`config.mk`:
```
export PLATFORM = sky130hd
export DESIGN_NAME = glyph_layout_cursor_engine
export DESIGN_NICKNAME = d
export VERILOG_FILES = /design/src/hdl/glc_pkg.sv /design/src/hdl/glc_cfg_regs.sv /design/src/hdl/glc_place.sv /design/src/hdl/glyph_layout_cursor_engine.sv
export VERILOG_INCLUDE_DIRS = /design/src /design/src/hdl
export SDC_FILE = /design/constraint.sdc
export NUM_CORES = 1
export LEC_CHECK = 0
export BUFFER_PORTS_ARGS = -buffer_cell sky130_fd_sc_hd__buf_2
export CAP_MARGIN = 15
export CORE_MARGIN = 10
export CORE_UTILIZATION = 61
export DETAILED_ROUTE_END_ITERATION = 16
export HOLD_SLACK_MARGIN = 0.02
export MAX_ROUTING_LAYER = met4
export PLACE_DENSITY = 0.82
export REMOVE_ABC_BUFFERS = 1
export SYNTH_ARGS = -nofsm -noshare
export SYNTH_HDL_FRONTEND = slang
export SYNTH_SLANG_ARGS = --single-unit
```
`constraint.sdc`:
```
create_clock -name clk -period 13.17 [get_ports clk]
set_input_delay 1.9755 -clock clk [delete_from_list [all_inputs] [get_ports clk]]
set_output_delay 1.9755 -clock clk [all_outputs]
set_load 0.005 [all_outputs]
```
`src/hdl/glyph_layout_cursor_engine_defines.svh`:
```
// Assertion helpers for the glyph layout cursor engine.
// Each macro expects clk and rst to be in scope.
`ifndef GLYPH_LAYOUT_CURSOR_ENGINE_DEFINES_SVH
`define GLYPH_LAYOUT_CURSOR_ENGINE_DEFINES_SVH

// same-cycle implication
`define GLC_ASSERT_NOW(label, ante, cons, msg) \
  label: assert property (@(posedge clk) disable iff (rst) (ante) |-> (cons)) else $error(msg);

// next-cycle implication
`define GLC_ASSERT_NEXT(label, ante, cons, msg) \
  label: assert property (@(posedge clk) disable iff (rst) (ante) |=> (cons)) else $error(msg);

`endif

```
`src/hdl/glc_pkg.sv`:
```
`default_nettype none

package glc_pkg;

  localparam int COORD_BITS  = 16;
  localparam int METRIC_BITS = 8;
  localparam int CODE_BITS   = 21;
  // exact edge math: pen + two metrics + one metric fits in three extra bits
  localparam int WIDE_BITS   = COORD_BITS + 3;
  localparam int CFG_IDX_BITS = 3;

  typedef logic signed [COORD_BITS-1:0]  coord_t;
  typedef logic signed [WIDE_BITS-1:0]   wide_t;
  typedef logic signed [METRIC_BITS-1:0] smetric_t;
  typedef logic        [METRIC_BITS-1:0] umetric_t;
  typedef logic        [CODE_BITS-1:0]   code_t;

  localparam coord_t COORD_MAX = coord_t'({1'b0, {(COORD_BITS-1){1'b1}}});
  localparam coord_t COORD_MIN = ~COORD_MAX;
  localparam wide_t  WIDE_CMAX = wide_t'(COORD_MAX);
  localparam wide_t  WIDE_CMIN = wide_t'(COORD_MIN);

  localparam code_t CODE_NONE    = '0;
  localparam code_t NEWLINE_CODE = code_t'(10);

  // actions
  localparam logic [1:0] ACT_PLACE      = 2'd0;
  localparam logic [1:0] ACT_NEWLINE    = 2'd1;
  localparam logic [1:0] ACT_CURSOR     = 2'd2;
  localparam logic [1:0] ACT_USED_RESET = 2'd3;

  // status
  localparam logic [1:0] ST_OK       = 2'd0;
  localparam logic [1:0] ST_INVALID  = 2'd1;
  localparam logic [1:0] ST_NOTFOUND = 2'd2;
  localparam logic [1:0] ST_FULL     = 2'd3;

  // right / bottom edge modes
  localparam logic [1:0] RIGHT_WRAP  = 2'd0;
  localparam logic [1:0] RIGHT_TRIM  = 2'd1;
  localparam logic [1:0] RIGHT_ERROR = 2'd2;
  localparam logic [1:0] RIGHT_NONE  = 2'd3;
  localparam logic       BOTTOM_TRIM = 1'b0;

  // config register indexes
  localparam logic [CFG_IDX_BITS-1:0] REG_BOX_LEFT    = 3'd0;
  localparam logic [CFG_IDX_BITS-1:0] REG_BOX_TOP     = 3'd1;
  localparam logic [CFG_IDX_BITS-1:0] REG_BOX_RIGHT   = 3'd2;
  localparam logic [CFG_IDX_BITS-1:0] REG_BOX_BOTTOM  = 3'd3;
  localparam logic [CFG_IDX_BITS-1:0] REG_LINE_HEIGHT = 3'd4;
  localparam logic [CFG_IDX_BITS-1:0] REG_RIGHT_MODE  = 3'd5;
  localparam logic [CFG_IDX_BITS-1:0] REG_BOTTOM_MODE = 3'd6;

  typedef struct packed {
    logic [1:0] action;
    code_t      codepoint;
    logic       glyph_found;
    umetric_t   glyph_width;
    umetric_t   glyph_height;
    smetric_t   x_offset;
    smetric_t   y_offset;
    smetric_t   x_advance;
    smetric_t   kern_amount;
    coord_t     cursor_x;
    coord_t     cursor_y;
  } in_item_t;

  typedef struct packed {
    logic [1:0] status;
    logic       draw_valid;
    coord_t     quad_left;
    coord_t     quad_top;
    coord_t     quad_right;
    coord_t     quad_bottom;
    coord_t     pen_x_out;
    coord_t     pen_y_out;
    coord_t     used_left_out;
    coord_t     used_top_out;
    coord_t     used_right_out;
    coord_t     used_bottom_out;
  } out_item_t;

  typedef struct packed {
    coord_t     left_edge;
    coord_t     box_top;
    coord_t     right_edge;
    coord_t     bottom_edge;
    umetric_t   line_step;
    logic [1:0] right_policy;
    logic       bottom_policy;
  } cfg_t;

  typedef struct packed {
    coord_t pen_x;
    coord_t pen_y;
    code_t  last_code;
    coord_t ink_left;
    coord_t ink_top;
    coord_t ink_right;
    coord_t ink_bottom;
  } state_t;

  function automatic coord_t sat_coord(input wide_t v);
    coord_t r;
    if (v > WIDE_CMAX) begin
      r = COORD_MAX;
    end else if (v < WIDE_CMIN) begin
      r = COORD_MIN;
    end else begin
      r = v[COORD_BITS-1:0];
    end
    return r;
  endfunction

endpackage

`default_nettype wire

```
`src/hdl/glc_cfg_regs.sv`:
```
`default_nettype none

module glc_cfg_regs (
  input  wire logic                             clk,
  input  wire logic                             rst,
  input  wire logic                             wr_en,
  input  wire logic [glc_pkg::CFG_IDX_BITS-1:0] wr_index,
  input  wire logic [glc_pkg::COORD_BITS-1:0]   wr_data,
  output glc_pkg::cfg_t                         cfg
);

  always_ff @(posedge clk) begin
    if (rst) begin
      cfg.left_edge     <= '0;
      cfg.box_top       <= '0;
      cfg.right_edge    <= glc_pkg::COORD_MAX;
      cfg.bottom_edge   <= glc_pkg::COORD_MAX;
      cfg.line_step     <= '0;
      cfg.right_policy  <= glc_pkg::RIGHT_WRAP;
      cfg.bottom_policy <= glc_pkg::BOTTOM_TRIM;
    end else if (wr_en) begin
      unique case (wr_index)
        glc_pkg::REG_BOX_LEFT:    cfg.left_edge     <= wr_data;
        glc_pkg::REG_BOX_TOP:     cfg.box_top       <= wr_data;
        glc_pkg::REG_BOX_RIGHT:   cfg.right_edge    <= wr_data;
        glc_pkg::REG_BOX_BOTTOM:  cfg.bottom_edge   <= wr_data;
        glc_pkg::REG_LINE_HEIGHT: cfg.line_step     <= wr_data[glc_pkg::METRIC_BITS-1:0];
        glc_pkg::REG_RIGHT_MODE:  cfg.right_policy  <= wr_data[1:0];
        glc_pkg::REG_BOTTOM_MODE: cfg.bottom_policy <= wr_data[0];
        default: ;
      endcase
    end
  end

endmodule

`default_nettype wire

```
`src/hdl/glc_place.sv`:
```
`default_nettype none

// One item against the current pen / used-box state: next state plus result.
module glc_place (
  input  wire glc_pkg::in_item_t item,
  input  wire glc_pkg::state_t   cur,
  input  wire glc_pkg::cfg_t     cfg,
  output glc_pkg::state_t        nxt,
  output glc_pkg::out_item_t     res
);

  glc_pkg::wide_t px, py, bl, br, bb, lh;
  glc_pkg::wide_t gw, gh, xoff, yoff, adv, kern;
  glc_pkg::wide_t x1a, x2a, y1a, y2a;
  glc_pkg::wide_t x1w, x2w, y1w, y2w;
  glc_pkg::wide_t x1, x2, y1, y2, pen_y_eff;
  glc_pkg::coord_t nl_pen_y, adv_pen_x, wrap_pen_x;
  glc_pkg::coord_t qx1, qy1, qx2, qy2;
  logic wrap, full;

  always_comb begin
    px   = glc_pkg::wide_t'(cur.pen_x);
    py   = glc_pkg::wide_t'(cur.pen_y);
    bl   = glc_pkg::wide_t'(cfg.left_edge);
    br   = glc_pkg::wide_t'(cfg.right_edge);
    bb   = glc_pkg::wide_t'(cfg.bottom_edge);
    lh   = glc_pkg::wide_t'(cfg.line_step);
    gw   = glc_pkg::wide_t'(item.glyph_width);
    gh   = glc_pkg::wide_t'(item.glyph_height);
    xoff = glc_pkg::wide_t'(item.x_offset);
    yoff = glc_pkg::wide_t'(item.y_offset);
    adv  = glc_pkg::wide_t'(item.x_advance);
    kern = glc_pkg::wide_t'(item.kern_amount);

    nl_pen_y = glc_pkg::sat_coord(py + lh);

    // quad at the current pen, with kerning
    x1a = px + xoff + kern;
    x2a = x1a + gw;
    y1a = py + yoff;
    y2a = y1a + gh;
    adv_pen_x = glc_pkg::sat_coord(px + adv + kern);

    // quad after a wrap to the next line, no kerning
    x1w = bl + xoff;
    x2w = x1w + gw;
    y1w = glc_pkg::wide_t'(nl_pen_y) + yoff;
    y2w = y1w + gh;
    wrap_pen_x = glc_pkg::sat_coord(bl + adv);

    wrap = 1'b0;
    full = 1'b0;
    x1 = x1a;
    x2 = x2a;
    y1 = y1a;
    y2 = y2a;

    case (cfg.right_policy)
      glc_pkg::RIGHT_WRAP: begin
        if (x2a >= br) begin
          wrap = 1'b1;
          x1 = x1w;
          x2 = x2w;
          y1 = y1w;
          y2 = y2w;
        end
      end
      glc_pkg::RIGHT_TRIM: begin
        if (x1a >= br) begin
          full = 1'b1;
        end else if (x2a > br) begin
          x2 = br;
        end
      end
      glc_pkg::RIGHT_ERROR: begin
        if (x2a > br) begin
          full = 1'b1;
        end
      end
      default: ;
    endcase

    pen_y_eff = wrap ? glc_pkg::wide_t'(nl_pen_y) : py;

    if (!full) begin
      if (cfg.bottom_policy == glc_pkg::BOTTOM_TRIM) begin
        if (pen_y_eff >= bb) begin
          full = 1'b1;
        end else if (y2 > bb) begin
          y2 = bb;
        end
      end else if (y2 > bb) begin
        full = 1'b1;
      end
    end

    qx1 = glc_pkg::sat_coord(x1);
    qy1 = glc_pkg::sat_coord(y1);
    qx2 = glc_pkg::sat_coord(x2);
    qy2 = glc_pkg::sat_coord(y2);

    nxt = cur;
    res = '0;
    res.status = glc_pkg::ST_OK;

    unique case (item.action)
      glc_pkg::ACT_NEWLINE: begin
        nxt.pen_x = cfg.left_edge;
        nxt.pen_y = nl_pen_y;
      end
      glc_pkg::ACT_CURSOR: begin
        nxt.pen_x     = item.cursor_x;
        nxt.pen_y     = item.cursor_y;
        nxt.last_code = glc_pkg::CODE_NONE;
      end
      glc_pkg::ACT_USED_RESET: begin
        nxt.ink_left   = glc_pkg::COORD_MAX;
        nxt.ink_top    = glc_pkg::COORD_MAX;
        nxt.ink_right  = '0;
        nxt.ink_bottom = '0;
      end
      default: begin
        if (item.codepoint == glc_pkg::CODE_NONE) begin
          res.status = glc_pkg::ST_INVALID;
        end else if (item.codepoint == glc_pkg::NEWLINE_CODE) begin
          nxt.pen_x = cfg.left_edge;
          nxt.pen_y = nl_pen_y;
        end else if (!item.glyph_found) begin
          res.status = glc_pkg::ST_NOTFOUND;
        end else begin
          // pen advance sticks even when the glyph ends up not fitting
          nxt.pen_x = wrap ? wrap_pen_x : adv_pen_x;
          if (wrap) begin
            nxt.pen_y = nl_pen_y;
          end
          if (full) begin
            res.status = glc_pkg::ST_FULL;
          end else begin
            if (cur.ink_left > qx1) nxt.ink_left = qx1;
            if (cur.ink_top > qy1) nxt.ink_top = qy1;
            if (cur.ink_right < qx2) nxt.ink_right = qx2;
            if (cur.ink_bottom < qy2) nxt.ink_bottom = qy2;
            nxt.last_code   = item.codepoint;
            res.draw_valid  = 1'b1;
            res.quad_left   = qx1;
            res.quad_top    = qy1;
            res.quad_right  = qx2;
            res.quad_bottom = qy2;
          end
        end
      end
    endcase

    res.pen_x_out       = nxt.pen_x;
    res.pen_y_out       = nxt.pen_y;
    res.used_left_out   = nxt.ink_left;
    res.used_top_out    = nxt.ink_top;
    res.used_right_out  = nxt.ink_right;
    res.used_bottom_out = nxt.ink_bottom;
  end

endmodule

`default_nettype wire

```
`src/hdl/glyph_layout_cursor_engine.sv`:
```
// Channel   Direction  Handshake              Payload
// in        input      in_valid / in_stall    in_item  (glc_pkg::in_item_t)
// out       output     out_valid / out_stall  out_item (glc_pkg::out_item_t)
// cfg       input      cfg_valid / cfg_ready  cfg_index, cfg_data
//
// One item per cycle sustained while out_stall stays low; a beat taken on in passes
// through the input register, then placement logic into the result register.
// Pen, last codepoint and used box update as an item moves into the result register.
// Synchronous reset clears the stages and loads register and state defaults.
// out_stall holds the result register; in_stall rises when the input register
// is full and cannot move on. cfg_ready is always high.
`default_nettype none
`include "glyph_layout_cursor_engine_defines.svh"

module glyph_layout_cursor_engine (
  input  wire logic                             clk,
  input  wire logic                             rst,
  input  wire logic                             in_valid,
  output logic                                  in_stall,
  input  wire glc_pkg::in_item_t                in_item,
  output logic                                  out_valid,
  input  wire logic                             out_stall,
  output glc_pkg::out_item_t                    out_item,
  input  wire logic                             cfg_valid,
  output logic                                  cfg_ready,
  input  wire logic [glc_pkg::CFG_IDX_BITS-1:0] cfg_index,
  input  wire logic [glc_pkg::COORD_BITS-1:0]   cfg_data
);

  glc_pkg::cfg_t      cfg;
  glc_pkg::state_t    state;
  glc_pkg::state_t    state_next;
  glc_pkg::in_item_t  stage_item;
  glc_pkg::out_item_t result;
  logic               stage_valid;
  logic               advance;
  logic               draw_beat;
  logic               blank_beat;
  logic               status_ok;
  logic               quad_zero;
  logic               quad_in_ink;

  assign cfg_ready = 1'b1;
  assign advance   = stage_valid && (!out_valid || !out_stall);
  assign in_stall  = stage_valid && !advance;

  glc_cfg_regs u_cfg (
    .clk      (clk),
    .rst      (rst),
    .wr_en    (cfg_valid && cfg_ready),
    .wr_index (cfg_index),
    .wr_data  (cfg_data),
    .cfg      (cfg)
  );

  glc_place u_place (
    .item (stage_item),
    .cur  (state),
    .cfg  (cfg),
    .nxt  (state_next),
    .res  (result)
  );

  always_ff @(posedge clk) begin
    if (rst) begin
      stage_valid <= 1'b0;
    end else if (!in_stall) begin
      stage_valid <= in_valid;
    end
  end

  always_ff @(posedge clk) begin
    if (in_valid && !in_stall) begin
      stage_item <= in_item;
    end
  end

  always_ff @(posedge clk) begin
    if (rst) begin
      state.pen_x      <= '0;
      state.pen_y      <= '0;
      state.last_code  <= glc_pkg::CODE_NONE;
      state.ink_left   <= glc_pkg::COORD_MAX;
      state.ink_top    <= glc_pkg::COORD_MAX;
      state.ink_right  <= '0;
      state.ink_bottom <= '0;
    end else if (advance) begin
      state <= state_next;
    end
  end

  always_ff @(posedge clk) begin
    if (rst) begin
      out_valid <= 1'b0;
    end else if (advance) begin
      out_valid <= 1'b1;
    end else if (!out_stall) begin
      out_valid <= 1'b0;
    end
  end

  always_ff @(posedge clk) begin
    if (advance) begin
      out_item <= result;
    end
  end

  assign draw_beat   = out_valid && out_item.draw_valid;
  assign blank_beat  = out_valid && !out_item.draw_valid;
  assign status_ok   = (out_item.status == glc_pkg::ST_OK);
  assign quad_zero   = (out_item.quad_left == '0) && (out_item.quad_top == '0) &&
                       (out_item.quad_right == '0) && (out_item.quad_bottom == '0);
  assign quad_in_ink = (out_item.used_left_out <= out_item.quad_left) &&
                       (out_item.used_right_out >= out_item.quad_right) &&
                       (out_item.used_top_out <= out_item.quad_top) &&
                       (out_item.used_bottom_out >= out_item.quad_bottom);

  `GLC_ASSERT_NOW(a_draw_ok, draw_beat, status_ok, "draw beat without ok status")
  `GLC_ASSERT_NOW(a_no_quad, blank_beat, quad_zero, "quad not cleared on a beat without draw")
  `GLC_ASSERT_NOW(a_quad_in_used, draw_beat, quad_in_ink, "placed quad outside used box")
  `GLC_ASSERT_NEXT(a_advance_out, advance, out_valid, "result register not loaded after advance")

endmodule

`default_nettype wire

```
; ---- Word-level counts from Yosys, hierarchy flattened
; Index checks and enable logic that the tools add are counted.
[word_totals]
register_bits = 424
input_bits = 128
out_inout_bits = 166
word_cells = 168
[classes]
n_addsub = 13
magnitude_cmp = 23
n_eq_ne = 12
n_mux = 59
n_bitwise = 1
n_reduce_logical = 22
[op_table]
columns = operator, count
row1 = 2-to-1 mux 16 bit, 20
row2 = 2-to-1 mux 19 bit, 14
row3 = 2-to-1 mux 117 bit, 2
row4 = 2-to-1 mux 85 bit, 2
row5 = "> comparator 19 x 16 -> 1 bit, second input constant", 7
row6 = "< comparator 19 x 16 -> 1 bit, second input constant", 7
row7 = 2-to-1 mux 65 bit, 2
row8 = case mux 64 bit (2 select lines), 1
row9 = adder 16 x 8 -> 17 bit, 6
row10 = case mux 32 bit (3 select lines), 1
row11 = adder 19 x 9 -> 19 bit, 4
row12 = 2-to-1 mux 66 bit, 1
row13 = greater-or-equal comparator 19 x 16 -> 1 bit, 3
row14 = > comparator 19 x 16 -> 1 bit, 2
row15 = case mux 19 bit (2 select lines), 1
row16 = adder 17 x 8 -> 18 bit, 2
row17 = > comparator 16 bit, 2
row18 = < comparator 16 bit, 2
row19 = 2-to-1 mux 32 bit, 1
row20 = "equality test 21 x 4 -> 1 bit, second input constant", 1
row21 = logical NOT 21 bit, 1
row22 = adder 16 x 9 -> 17 bit, 1
row23 = AND reduction 2 bit, 6
row24 = 2-to-1 mux 1 bit, 11
row25 = other kinds (18), 30

; ---- Depth between registers and ports, before layout
; Gate-level depths: netlist (run 1).
[depth]
depth_word = 23
mapped_depth = 56
depth_no_buf = 51

; ---- Modules after synthesis
; From an unflattened synthesis (run 1), not the netlist that was laid out.
[hier_totals]
hier_cells = 3817
hier_area_um2 = 34964.8
[modules_own_cells]
columns = module, n_inst, cells_each, area_each_um2, seq_area_each_um2
row1 = glc_place, 1, 2746, 18803.0, 0.0
row2 = glyph_layout_cursor_engine, 1, 786, 13163.9, 10400.0
row3 = glc_cfg_regs, 1, 285, 2997.9, 1501.4

; ---- Least setup slack after synthesis (run 1)
; Ideal clock, no wire load.
[synth_path]
path_type = register -> register
startpoint = register stage_item[39] in the netlist's numbering
endpoint = register out_item[1] in the netlist's numbering, data pin
setup_time_ns = 0.270
t_arrival_ns = 11.136
required_time_ns = 12.900
setup_slack_ns = 1.765
stages_incl_launch_ff = 47
n_path_buf = 8
synth_period_minus_slack_ns = 11.405
cell_sequence = edfxtp_1 fa_1 ha_1 buf_2 a211oi_2 o221ai_2 o21a_1 o41a_1 a211oi_1 nand2_1 o21ai_1 inv_1 ha_1 nor3b_1 o211ai_1 o311ai_1 o211ai_1 o21ai_1 [11 not listed] o2111ai_1 clkbuf_1 nand3_1 clkbuf_1 a21oi_1 ha_1 a21o_1 a21o_1 a21oi_1 o21ai_0 nand2_1 inv_1 a221oi_1 nor2_1 nor3b_1 buf_2 buf_4 mux2i_1
[synth_rtl]
columns = item, line
row1 = start: declaration, glyph_layout_cursor_engine.sv:33  ; glc_pkg::in_item_t stage_item;
row2 = start signal: assignment, glyph_layout_cursor_engine.sv:74  ; stage_item <= in_item;
row3 = end signal: assignment, glyph_layout_cursor_engine.sv:104  ; out_item <= result;
row4 = end: declaration, glyph_layout_cursor_engine.sv:23  ; output glc_pkg::out_item_t out_item,

==> summary.txt, run 1 <==
Clock tree
  – H-tree depth: 2
  – Clock latency on the worst-skew pair: 0.61 ns
  – Setup bufs post-CTS: 0
  – Clock Tree Buf Depth: 3
  – CTS root buffer: clkbuf_16
  – Num Clock Sinks: 424
  – Reg clk slew, reported paths: 0.07 ns
  – CTS tree: yes
  – Total CTS buffers: 47

Routing
  – Starting DRT DRC Count: 3348
  – Detailed Route WL: 103000 um
  – ANT nets after route: 0
  – Pre-antenna DRT Iters: 8
  – Drt wl/cell: 24.5 um
  – Vias per inst: 6.62
  – DRC viols: 0
  – Vias: 27745

Worst hold path
  – Hold endpoint: u_cfg.cfg[3]
  – Worst Hold Class: flip-flop to flip-flop
  – Hold path startpoint: u_cfg.cfg[3]
  – Hold path cells: 2

Worst setup path
  – CP Capture Type: flip-flop
  – Critical-path top delay cell: or4_1
  – CP Max Fanout: 19
  – Critical path class: flip-flop to flip-flop
  – R2R cell count: 47
  – Crit path largest cell delay: 0.56 ns
  – Critical R2R Capture: out_item[14]
  – Arr. time, crit path: 12.62 ns
  – CP required: 13.61 ns
  – R2r startpoint: state[85]
  – Crit start category: flip-flop
  – FF-to-FF setup slack: 0.99 ns

Place
  – RD Place Congestion: 1.04
  – HPWL Detailed: 76600 um
  – I/O Buffers: 292

Cells and area
  – Area of the multi-input gates: 18000 sq um
  – Fill cell count: 3795
  – Final core utilization: 69.3%
  – Proportion of layout cells with a drive suffix above 1: 14.9%
  – FF+latch area: 11200 sq um
  – Area Overhead vs Synth: 12.2%
  – Nets: 3932

Die
  – Row count: 81
  – Die height: 243 um
  – Chip width: 243 um
  – Core Region: 49000 sq um
  – Initial Util: 61.8%
  – # IOs: 294
  – Die ar.: 58900 sq um

Power and ir drop
  – Leakage power: 14.5 nW
  – Power density cells: 175 nW/um^2
  – Peak supply drop: 122 uV

Timing
  – Slew Limit Fails: 0
  – Worst Tran Pin Value: 1.15 ns
  – Fmax: 0.0821 GHz
  – Relative slew margins: 23.1%
  – Finish-stage setup viols: 0
  – Minimum clock period: 12.18 ns
  – Fin crit share: 92.5%
  – Fin. Hold Viols: 0
  – RSZ-0062 raised after global routing: no
  – Setup TNS: 0 ns
  – Clk_skew: 0.0252 ns

Synthesis
  – Fraction of registers with async set/reset: 0%
  – Top cell type by total area after synthesis: edfxtp_1
  – Yosys cell types: 106
  – Yosys reg bits: 424
  – Cell Area, Synth: 30300 sq um
  – Synth warn: 0
  – Post-synth top flop: edfxtp_1
  – Top-count cell post-synth: nand2_1
  – Syn_area_per_cell: 9.29 sq um
  – Cell count after synthesis: 3257
  – Post-synth top cells: nand2_1 (398), ha_1 (280), a21oi_1 (273)
  – Synth area leaders: edfxtp_1 (26%), ha_1 (12%), dfxtp_1 (10%), nand2_1 (4.9%), a21oi_1 (4.5%)
  – Seq/Total Area, Yosys: 36.9%
  – Yosys top cell area share: 26.5%
  – EDFF count, synth: 267

GRT
  – Total GRT Usage: 34.2%
  – Vias in the first global route: 26497
  – First-pass GRT wire length: 156000 um
  – Largest net degree at the start of global routing: 92
  – Initial antenna violation count: 6
  – GRT overflow: 0

Flow run
  – Max-capacitance violation count: 0

Run status
  – Outcome: complete, no violations
## how the worst max path moves through the flow
stage / start / to / slack (ns) / depth (start not counted)
2_1_floorplan: stage_item[39] / out_item[0] / -1.63 / 36
3_3_place_gp: state[85] / out_item[15] / 1.21 / 47
6_report: state[85] / out_item[14] / 0.99 / 47
4_1_cts: state[85] / out_item[12] / 0.78 / 47
3_5_place_dp: state[85] / out_item[12] / 0.81 / 47
5_1_grt: state[85] / out_item[14] / 0.02 / 48
## metal layers
| layer | part of all wire, % | vias up | GRT usage [%] |
|---|---|---|---|
| met3 | 10 | 247 | 6.45 |
| met2 | 45 | 1567 | 52.3 |
| met1 | 41 | 13325 | 45.2 |
| met4 | 3.3 | 0 | 11.1 |
| met5 | 0 | - | - |
| li1 | - | 12606 | - |
## repair_timing
item                                    CTS  global route
gates resized for setup                   0             2
hold buffers                              0             0
endpoints found under the setup margin    0            32
## through the flow
| stage | setup slack, ns | std cells | power (mW) | hold slack [ns] | cell area (sq um) |
|---|---|---|---|---|---|
| 4_1_cts | 0.781 | 4181 | 5.86 | 0.471 | 33900 |
| 3_5_place_dp | 0.808 | 4093 | 4.47 | 0.458 | 32300 |
| 2_1_floorplan | -1.63 | 3102 | 3.53 | 0.435 | 29600 |
| 5_1_grt | 0.0235 | 4190 | 6.26 | 0.510 | 33900 |
| 3_3_place_gp | 1.21 | 4092 | 4.37 | 0.454 | 32300 |
| 6_report | 0.991 | 4190 | 5.94 | 0.467 | 33900 |
## sequential cells by signal, indices dropped and copies added, names as in the netlist
signal and cells:
u_cfg.cfg 59, out_item 163, stage_valid 1, state 96, stage_item 104, out_valid 1
## critical path: cells and delay by family, from the launching register on
kind / cells / cell delay [ns]
AO/OA/AOI/OAI: 23 / 5.38
AND/OR/NAND/NOR: 11 / 3.07
adder cells (fa/ha/maj): 6 / 2.01
multiplexers: 2 / 0.55
flip-flops: 1 / 0.46
buffers and inverters: 3 / 0.33
XOR/XNOR: 2 / 0.21
## power breakdown
group          total, mW  switching, mW  internal (mW)
combinational       2.98           1.95           1.02
clock               1.38          0.588          0.796
sequential          1.58         0.0603           1.52
total               5.94           2.60           3.34
## logic make-up (layout without fill, tap and decap cells)
group                    count (synthesis)  count (layout)  synth area share [%]
AO/OA/AOI/OAI                          997             998                  22.5
XOR/XNOR                               116             116                  3.41
adder cells (fa/ha/maj)                324             324                  14.5
buffers and inverters                  291             553                  3.74
flip-flops                             424             424                  36.9
multiplexers                           100             100                  3.48
other                                    1               7                0.0124
AND/OR/NAND/NOR                       1004            1004                  15.5
## layout make-up
type	count	area share (%)
flip-flops and latches	424	32.9
well taps	664	2.45
diodes	6	0.0442
repair buffers	329	5.26
multi-input cells	2543	53.2
clock buffers	59	3.66
inverters	136	1.52
clock inverters	29	1.02
## layout by cell type (no fill, tap or decap), types with 43 or more instances in the layout
cell       synthesis  routed
nand2_1          398     396
a21o_1            59      59
fa_1              43      43
nor2_1           243     242
xor2_1            49      49
nand3_1           72      71
edfxtp_1         267     267
o21ai_0          169     169
inv_1            133     133
a21oi_1          273     272
ha_1             280     279
buf_2              9     292
mux2i_1           58      58
xnor2_1           65      65
o211ai_1          66      66
clkbuf_16          0      47
dfxtp_1          157     157
No activity file was read; power rests on OpenSTA's default activity.
==> run 2: changes to the inputs <==
--- a/config.mk
+++ b/config.mk
@@ -14,7 +14,6 @@
 export HOLD_SLACK_MARGIN = 0.02
 export MAX_ROUTING_LAYER = met4
 export PLACE_DENSITY = 0.82
-export REMOVE_ABC_BUFFERS = 1
 export SYNTH_ARGS = -nofsm -noshare
 export SYNTH_HDL_FRONTEND = slang
 export SYNTH_SLANG_ARGS = --single-unit
==> run 2 against run 1 <==
Against the previous run: clock power shrank 5%; maximum frequency shrank 0.73%; cell count is essentially flat; non-clock buffer count grew 3; first-iteration DRC count shrank 0.99%; register-to-register slack lost 0.09 ns; combinational power is essentially flat; critical path depth grew 1; sequential power is essentially flat; clock skew grew 0.00085 ns; global-route usage grew 0.41 points; largest cell class unchanged.
==> summary.txt, run 2 (synthesized netlist as in run 1, its figures left out) <==
Worst hold path
  – Worst Hold Class: flip-flop to flip-flop

Clock tree
  – CTS tree: yes
  – Clock latency on the worst-skew pair: 0.61 ns
  – Reg clk slew, reported paths: 0.07 ns
  – Num Clock Sinks: 424
  – Total CTS buffers: 45
  – H-tree depth: 2
  – CTS root buffer: clkbuf_16
  – CTS Hold Buffers Added: 0
  – Clock Tree Buf Depth: 3

Die
  – Core Region: 49000 sq um
  – Initial Util: 61.8%
  – Row count: 81
  – Die ar.: 58900 sq um
  – Chip width: 243 um
  – # IOs: 294
  – Die height: 243 um

Timing
  – Relative slew margins: 16.7%
  – Setup ws final: 0.901 ns
  – WHS: 0.481 ns
  – Fin crit share: 93.2%
  – Finish-stage setup viols: 0
  – Clk_skew: 0.0260 ns
  – RSZ-0062 raised after global routing: no
  – Minimum clock period: 12.27 ns
  – Slew Limit Fails: 0
  – Fin. Hold Viols: 0
  – Fmax: 0.0815 GHz
  – Worst Tran Pin Value: 1.24 ns
  – Setup TNS: 0 ns

Place
  – Dpl cells: 4098
  – RD Place Congestion: 1.05
  – I/O Buffers: 292
  – HPWL Detailed: 77500 um
  – Pre-CTS WS: 1.25 ns
  – Area post-placement: 32300 sq um

Power and ir drop
  – Cell-internal power: 3.28 mW
  – Logic pwr share: 50.9%
  – Power density cells: 174 nW/um^2
  – Peak supply drop: 119 uV
  – Share of power burned in registers: 26.9%
  – Clock power frac: 22.3%
  – Sw Pwr: 2.61 mW
  – Sw frac: 44.3%
  – Leakage power: 14.4 nW

GRT
  – First-pass GRT wire length: 157000 um
  – Total GRT Usage: 34.6%
  – GRT overflow: 0
  – Initial antenna violation count: 8
  – Vias in the first global route: 26665
  – Largest net degree at the start of global routing: 77

Worst setup path
  – Crit path largest cell delay: 0.73 ns
  – Critical path class: flip-flop to flip-flop
  – CP Capture Type: flip-flop
  – CP Max Fanout: 26
  – Arr. time, crit path: 12.71 ns
  – Critical-path top delay cell: a21oi_4
  – CP required: 13.61 ns
  – Crit start category: flip-flop

Routing
  – Pre-antenna DRT Iters: 7
  – DRC viols: 0
  – Detailed Route WL: 103000 um
  – Starting DRT DRC Count: 3315
  – Vias: 27919
  – Vias per inst: 6.66
  – ANT nets after route: 0
  – Drt wl/cell: 24.6 um

Cells and area
  – Top Registers: out_item x163, stage_item x104, state x96
  – Most frequent cells in the layout: nand2_1 (396), buf_2 (292), ha_1 (279)
  – Area Overhead vs Synth: 11.9%
  – Design Area, Final: 33800 sq um
  – Post-Layout Cell Count: 4192
  – Proportion of layout cells with a drive suffix above 1: 15.0%
  – Top reg by flops: out_item
  – Nets: 3932
  – Fill cell count: 3724
  – Max FFs per register: 163
  – Commonest non-fill, non-tap cell in the layout: nand2_1

Flow run
  – Max-capacitance violation count: 0

Synthesis
  – Syn Nets: 3708

Run status
  – Outcome: complete, no violations
## run 2: cell types whose count changed in the layout (fill, tap and decap cells not counted), sizes merged, moves of 2 or more
| cell | before | now |
|---|---|---|
| inv | 141 | 139 |
| diode | 6 | 10 |
| clkinv | 15 | 17 |
| clkbuf | 59 | 56 |
| buf | 329 | 332 |
| bufinv | 6 | 4 |
## run 2: metal layers
metal  track usage [%]  part of all wire, %
met5                 -                    0
met3              6.65                   10
met4              10.6                  3.3
met1              45.7                   41
met2              53.2                   45
## run 2: power groups by stage
stage | Sequential [mW] | Combinational, mW | Clock [mW]
after CTS | 1.58 | 2.90 | 1.32
after detailed placement | 1.61 | 2.86 | 0
after floorplan | 1.60 | 1.96 | 0
after global placement | 1.60 | 2.79 | 0
after global routing | 1.59 | 3.25 | 1.37
final | 1.58 | 2.99 | 1.31
## run 2: final timing paths
path | slack [ns] | endpoint | cells past startpoint | start
worst min register to register | 0.48 | u_cfg.cfg[8] | 2 | u_cfg.cfg[8]
worst max-delay path | 0.90 | out_item[9] | 48 | state[102]
worst min-delay path | 0.48 | u_cfg.cfg[8] | 2 | u_cfg.cfg[8]
worst max register to register | 0.90 | out_item[9] | 48 | state[102]
## run 2: worst max-delay path, delay by kind of cell (launching register included)
kind                     cells  cell delay (ns)
AO/OA/AOI/OAI               19             5.32
adder cells (fa/ha/maj)      7             2.41
AND/OR/NAND/NOR             13             2.30
buffers and inverters        6             0.88
flip-flops                   1             0.45
XOR/XNOR                     2             0.44
multiplexers                 1             0.26
## run 2: cell type report
type | instances | area, sq um | share of cell area (%)
Tap cell | 664 | 831 | 2.45
Clock buffer | 56 | 1210 | 3.57
Clock inverter | 28 | 303 | 0.895
Antenna cell | 10 | 25.0 | 0.0739
Multi-Input combinational cell | 2542 | 18000 | 53.3
Timing Repair Buffer | 332 | 1770 | 5.22
Inverter | 136 | 515 | 1.52
Sequential cell | 424 | 11200 | 33.0
## run 2: metrics by stage
stage / util, % / power (mW)
5_1_grt: 69.1 / 6.21
3_5_place_dp: 66.0 / 4.47
3_3_place_gp: 66.0 / 4.39
6_report: 69.1 / 5.89
2_1_floorplan: - / 3.56
4_1_cts: 69.1 / 5.80
## run 2: repair_timing
item	CTS	global route
setup endpoints to repair	0	25
gates resized for setup	0	2
buffers inserted	0	0
